### src/rtl/spc_pkg.sv
// Shared types, register indexes and fixed field widths of the sphere-plane collision block.
`default_nettype none

package spc_pkg;

    // Fixed widths of the fields and registers.
    localparam int VAL_W     = 32;
    localparam int NRM_W     = 18;
    localparam int RAD_W     = 31;
    localparam int RST_W     = 17;
    localparam int RST_FRAC  = 16;
    localparam int CFG_IDX_W = 4;
    localparam int CFG_DAT_W = 32;

    // Configuration register indexes.
    localparam logic [CFG_IDX_W-1:0] REG_NORMAL_X    = 4'd0;
    localparam logic [CFG_IDX_W-1:0] REG_NORMAL_Y    = 4'd1;
    localparam logic [CFG_IDX_W-1:0] REG_NORMAL_Z    = 4'd2;
    localparam logic [CFG_IDX_W-1:0] REG_POINT_X     = 4'd3;
    localparam logic [CFG_IDX_W-1:0] REG_POINT_Y     = 4'd4;
    localparam logic [CFG_IDX_W-1:0] REG_POINT_Z     = 4'd5;
    localparam logic [CFG_IDX_W-1:0] REG_RADIUS      = 4'd6;
    localparam logic [CFG_IDX_W-1:0] REG_RESTITUTION = 4'd7;

    localparam logic [RST_W-1:0] RESET_RESTITUTION = 17'd52429;

    typedef enum logic [1:0] {
        CS_NONE      = 2'd0,
        CS_COLLISION = 2'd1,
        CS_RESTING   = 2'd2
    } t_contact;

    typedef struct packed {
        logic signed [VAL_W-1:0] vel_x;
        logic signed [VAL_W-1:0] vel_y;
        logic signed [VAL_W-1:0] vel_z;
        logic signed [VAL_W-1:0] pos_x;
        logic signed [VAL_W-1:0] pos_y;
        logic signed [VAL_W-1:0] pos_z;
    } t_in;

    typedef struct packed {
        t_contact                contact_state;
        logic signed [VAL_W-1:0] new_vel_x;
        logic signed [VAL_W-1:0] new_vel_y;
        logic signed [VAL_W-1:0] new_vel_z;
        logic signed [VAL_W-1:0] normal_speed;
    } t_out;

endpackage

`default_nettype wire

### src/rtl/spc_cfg_regs.sv
// Configuration register file of the sphere-plane collision block.
`default_nettype none

module spc_cfg_regs
    import spc_pkg::*;
#(
    parameter int FRACTION_BITS = 16,
    parameter int NORMAL_W      = 18
) (
    input  wire logic                        i_clk,
    input  wire logic                        i_rst_n,
    input  wire logic                        i_cfg_valid,
    output logic                             o_cfg_ready,
    input  wire logic [CFG_IDX_W-1:0]        i_cfg_index,
    input  wire logic [CFG_DAT_W-1:0]        i_cfg_data,
    output logic signed [NORMAL_W-1:0]       o_nrm [3],
    output logic signed [VAL_W-1:0]          o_pnt [3],
    output logic [RAD_W-1:0]                 o_radius,
    output logic [RST_W-1:0]                 o_rest
);

    logic signed [NORMAL_W-1:0] r_nrm [3];
    logic signed [VAL_W-1:0]    r_pnt [3];
    logic [RAD_W-1:0]           r_radius;
    logic [RST_W-1:0]           r_rest;

    // Writes are always taken; unknown indexes are dropped.
    assign o_cfg_ready = 1'b1;

    always_ff @(posedge i_clk) begin
        if (!i_rst_n) begin
            r_nrm[0] <= '0;
            r_nrm[1] <= NORMAL_W'(1) << FRACTION_BITS;
            r_nrm[2] <= '0;
            r_pnt[0] <= '0;
            r_pnt[1] <= '0;
            r_pnt[2] <= '0;
            r_radius <= RAD_W'(1) << FRACTION_BITS;
            r_rest   <= RESET_RESTITUTION;
        end else if (i_cfg_valid) begin
            unique case (i_cfg_index)
                REG_NORMAL_X:    r_nrm[0] <= NORMAL_W'($signed(i_cfg_data[NRM_W-1:0]));
                REG_NORMAL_Y:    r_nrm[1] <= NORMAL_W'($signed(i_cfg_data[NRM_W-1:0]));
                REG_NORMAL_Z:    r_nrm[2] <= NORMAL_W'($signed(i_cfg_data[NRM_W-1:0]));
                REG_POINT_X:     r_pnt[0] <= $signed(i_cfg_data[VAL_W-1:0]);
                REG_POINT_Y:     r_pnt[1] <= $signed(i_cfg_data[VAL_W-1:0]);
                REG_POINT_Z:     r_pnt[2] <= $signed(i_cfg_data[VAL_W-1:0]);
                REG_RADIUS:      r_radius <= i_cfg_data[RAD_W-1:0];
                REG_RESTITUTION: r_rest   <= i_cfg_data[RST_W-1:0];
                default: begin
                end
            endcase
        end
    end

    assign o_nrm    = r_nrm;
    assign o_pnt    = r_pnt;
    assign o_radius = r_radius;
    assign o_rest   = r_rest;

endmodule

`default_nettype wire

### config.mk
export PLATFORM = sky130hd
export DESIGN_NAME = spc_cfg_regs
export DESIGN_NICKNAME = d
export VERILOG_FILES = /design/src/rtl/spc_pkg.sv /design/src/rtl/spc_cfg_regs.sv
export SDC_FILE = /design/constraint.sdc
export NUM_CORES = 1
export LEC_CHECK = 0
export ABC_AREA = 0
export BUFFER_PORTS_ARGS = -buffer_cell sky130_fd_sc_hd__buf_2
export CAP_MARGIN = 20
export CORE_MARGIN = 8
export CORE_UTILIZATION = 54
export CTS_CLUSTER_DIAMETER = 50
export DETAILED_ROUTE_END_ITERATION = 12
export PLACE_DENSITY = 0.84
export SLEW_MARGIN = 15
export SYNTH_ARGS = -nofsm -noshare
export SYNTH_HDL_FRONTEND = slang
export SYNTH_SLANG_ARGS = --single-unit
export TNS_END_PERCENT = 10
### constraint.sdc
create_clock -name i_clk -period 2.15 [get_ports i_clk]
set_input_delay 0.3225 -clock i_clk [delete_from_list [all_inputs] [get_ports i_clk]]
set_output_delay 0.3225 -clock i_clk [all_outputs]
set_load 0.03 [all_outputs]
# == After elaboration in Yosys (flattened, before gate mapping) ==
# Index checks and enable logic that the tools add are counted.
# word_totals
regBits,198
inputBits,39
output_inout_bits,199
word_cells,24
# classes
n_eq_ne,7
n_reduce_logical,9
# ops
cell,count
$eq A4 B3 Y1 const B,4
$reduce_and A2 Y1,8
$eq A4 B2 Y1 const B,2
$eq A4 B1 Y1 const B,1
$logic_not A4 Y1,1

# == Logic depth before layout (Yosys ltp) ==
# logic_depth
word_depth,2
ltp_mapped,5

# == Least setup slack after synthesis ==
# No wires, ideal clock.
# synth_timing
path_type,input -> register
start,in i_cfg_index[0]
end,"reg r_pnt, in the netlist o_pnt[33]"
setup_ps,126
t_arrival_ps,1232
t_required_ps,2024
setup_slack_ps,792
cell_stages,5
path_buffers,3
path_cell_list,buf_2 > or3_1 > buf_2 > buf_6 > mux2i_1
# synth_between
elab_chain_len,2
# synth_lines
element,line_no,rtl
start: declaration,spc_cfg_regs.sv:14,"input wire logic [CFG_IDX_W-1:0] i_cfg_index,"
$eq A4 B3 Y1,spc_cfg_regs.sv:41,unique case (i_cfg_index)
$reduce_and A2 Y1 (no line),-,
end: declaration,spc_cfg_regs.sv:23,logic signed [VAL_W-1:0] r_pnt [3];
# No other way between the ends.
# A chain may end at the register's enable or synchronous reset.

# == Final worst setup path ==
# layout_timing
start,"reg r_nrm, in the netlist o_nrm[23]"
end,out o_nrm[23] (netlist name)
# layout_rtl
element,line_no,rtl
start: declaration,spc_cfg_regs.sv:22,logic signed [NORMAL_W-1:0] r_nrm [3];
end: declaration,spc_cfg_regs.sv:16,"output logic signed [NORMAL_W-1:0] o_nrm [3],"
# No word-level cell between the ends.

==> summary.txt <==
Run status
  • Outcome: finished, final reports clean

Synth
  • Syn nets: between 700 and 800
  • Post-synth top area cell: dfxtp_1
  • Mean Syn Cell Area: just over 10 µm²
  • Area of the mapped netlist: 7280 µm²
  • Register area share after synthesis: 54.4%
  • Yosys warns: 0
  • Number of synthesized register bits: just under 200
  • Area contributors post-synth: dfxtp_1 54%, mux2i_1 26%, nand2_1 11%, clkbuf_1 1.3%, buf_6 1.2%
  • Post-Syn Instances: between 700 and 800
  • Post-synth cell types: 24
  • Top-area cell type share of the netlist area: a little over half

Run
  • Maxcap violations: 0

Critical path
  • CP Data Required Time: between 1.5 and 2 ns
  • Worst setup path startpoint: o_nrm[23]
  • Startpoint types: register
  • Setup CP Type: register to output pin
  • Crit path max-delay cell type: dfxtp_1
  • Cell family with most CP delay: flip-flops
  • Max stage delay on crit path: about 0.38 ns
  • Reg-to-Reg Start: o_nrm[9]
  • Crit path cell chain: buf_2
  • Buffers & Inverters on Critical Path: 1
  • WP data arrival: about 1.0 ns
  • Setup crit end kind: output pin
  • Crit path max fanout: 2

Global route
  • Total track usage: between 20% and 30%
  • First-pass GRT wire length: about 31 mm
  • Vias in the first global route: around 6,000
  • Initial antenna violation count: 3
  • Gr ovfl total: 0
  • Largest net degree at the start of global routing: 77

Route
  • WL/cell: roughly 18 µm
  • Final wirelength: 20.0 mm
  • Via density: ~5.2
  • Number of detailed-route iterations in the first pass: 5
  • DRT antenna net count: 0
  • DRC violations left: 0
  • Overall via count from detail_route: ~5,800
  • Iteration-0 DRC Markers: about 350

Min path
  • HP Class: input port to register
  • Hold wc startpoint: i_cfg_data[15]

Timing
  • Final Max Tran Viols: 0
  • Setup-failing EPs final: 0
  • F_max: ~740 MHz
  • RSZ-0062 raised after global routing: no
  • TNS Setup: 0 ns
  • Skew final: 0 ns
  • Worst-margin pin slew: between 0.6 and 0.7 ns
  • Min cycle time layout: approximately 1.4 ns
  • Hold_ws: approximately 0.18 ns
  • Fin crit share: a little over three fifths
  • Rel. slew slack: a little under three fifths
  • Final Hold Fails: 0

Clock network
  • # hold bufs at CTS: 0
  • # clock sinks: just under 200
  • Max Root-Sink Buffers: 2
  • Post-cts sizing count: 0
  • CTS tree: yes
  • Post CTS Setup Buffer Count: 0
  • Worst-Skew Late Latency: 0.42 ns
  • CTS H-tree depth: 4
  • CTS Buf Count: 17
  • Reg clk slew, reported paths: roughly 0.07 ns
  • CTS Root Cell: clkbuf_16

Floorplan
  • Cell Rows: 42
  • Die ar.: 17,500 µm²
  • Ports: 238
  • Die width: between 100 and 150 µm
  • Die Y: approximately 130 µm
  • Core area: 13,200 µm²
  • Initial Util: a little under three fifths

Placed design
  • Number of port buffers: approximately 240
  • DP HPWL: 13.9 mm
  • Gpl congestion: just under 0.8

Layout
  • Proportion of layout cells with a drive suffix above 1: a little under a third
  • Nets: just under 1,000
  • Area Growth Syn to Fin: 25.7%

Pwr
  • Tot Pwr: around 7.4 mW
  • Peak VDD IR: ~0.53 mV
  • Pleak: between 4 and 5 nW
  • P per Cell Area: approximately 800 nW/µm²
## layer usage
metal	wire length (µm)	global-route usage (%)	vias to the layer above	part of all wire, %
met5	25	0	-	0.13
met4	346	7.79	4	1.7
met3	2230	11.4	32	11
met2	9200	35.7	236	46
met1	8160	25.0	2752	41
li1	-	-	2759	-
## layout make-up
cell class / instances / area, µm²
fillers: 1015 / 4030
flip-flops and latches: 198 / 3960
multi-input cells: 443 / 2990
repair buffers: 253 / 1370
clock buffers: 19 / 453
well taps: 176 / 220
clock inverters: 13 / 130
inverters: 9 / 33.8
diodes: 1 / 2.50
## cell usage after synthesis
cell	number
and3b_1	1
nand2_1	220
buf_8	1
nor2_1	1
nor2_4	1
o311ai_1	9
nand3b_1	2
buf_6	8
inv_1	9
nand2_2	1
dfxtp_1	198
nor3b_1	1
nand3b_4	1
conb_1	1
o21ai_0	8
and3_1	1
clkbuf_1	26
mux2i_1	189
o21ai_1	1
buf_4	10
nor3b_2	2
buf_2	7
or3_1	1
nor2b_1	3
## flip-flops by register name, indices dropped and copies added (netlist names)
register	cells
o_radius	31
o_rest	17
o_pnt	96
o_nrm	54
## cell families (layout without fill, tap and decap cells)
logic type	after synthesis	in the layout	share of synthesized area [%]
AND/OR/NAND/NOR	235	235	13.1
multiplexers	189	189	26.0
buffers and inverters	61	294	4.76
flip-flops	198	198	54.4
AO/OA/AOI/OAI	18	18	1.70
other	1	2	0.0515
## power breakdown
group / internal (mW) / total [mW] / switching [mW]
Combinational: 0.143 / 0.479 / 0.337
Clock: 1.77 / 3.14 / 1.37
Sequential: 3.72 / 3.74 / 0.0259
Total: 5.63 / 7.36 / 1.73
## layout by cell type (no fill, tap or decap)
cell	n
buf_2	235
nand2_1	220
dfxtp_1	198
mux2i_1	189
clkbuf_16	17
buf_4	13
inv_1	9
o311ai_1	9
o21ai_0	8
clkinv_2	6
buf_12	4
nor2b_1	3
clkinvlp_4	3
nor3b_2	2
nand3b_1	2
bufinv_16	2
clkbuf_8	2
diode_2	1
nor2_1	1
nand2_2	1
and3b_1	1
and3_2	1
nand3b_4	1
or3_2	1
nor3b_4	1
o21ai_1	1
nor2_4	1
conb_1	1
clkinv_4	1
inv_6	1
buf_6	1
## final timing paths
kind	slack, ns	cells after the start	to
worst max-delay path	0.79	1	o_nrm[23]
worst min-delay path	0.18	3	o_rest[15]
worst max register to register	1.50	2	o_nrm[9]
worst min register to register	0.45	2	o_pnt[64]
## stage by stage
step	setup slack [ns]	std cells	util, %	area, µm²
2_1_floorplan	0.792	702	-	7280
3_3_place_gp	0.466	1079	65.0	8570
3_5_place_dp	0.416	1079	65.0	8570
4_1_cts	0.778	1111	69.4	9150
5_1_grt	0.731	1112	69.4	9160
6_report	0.794	1112	69.4	9160
Note: power is estimated with default switching activity, not from simulation.
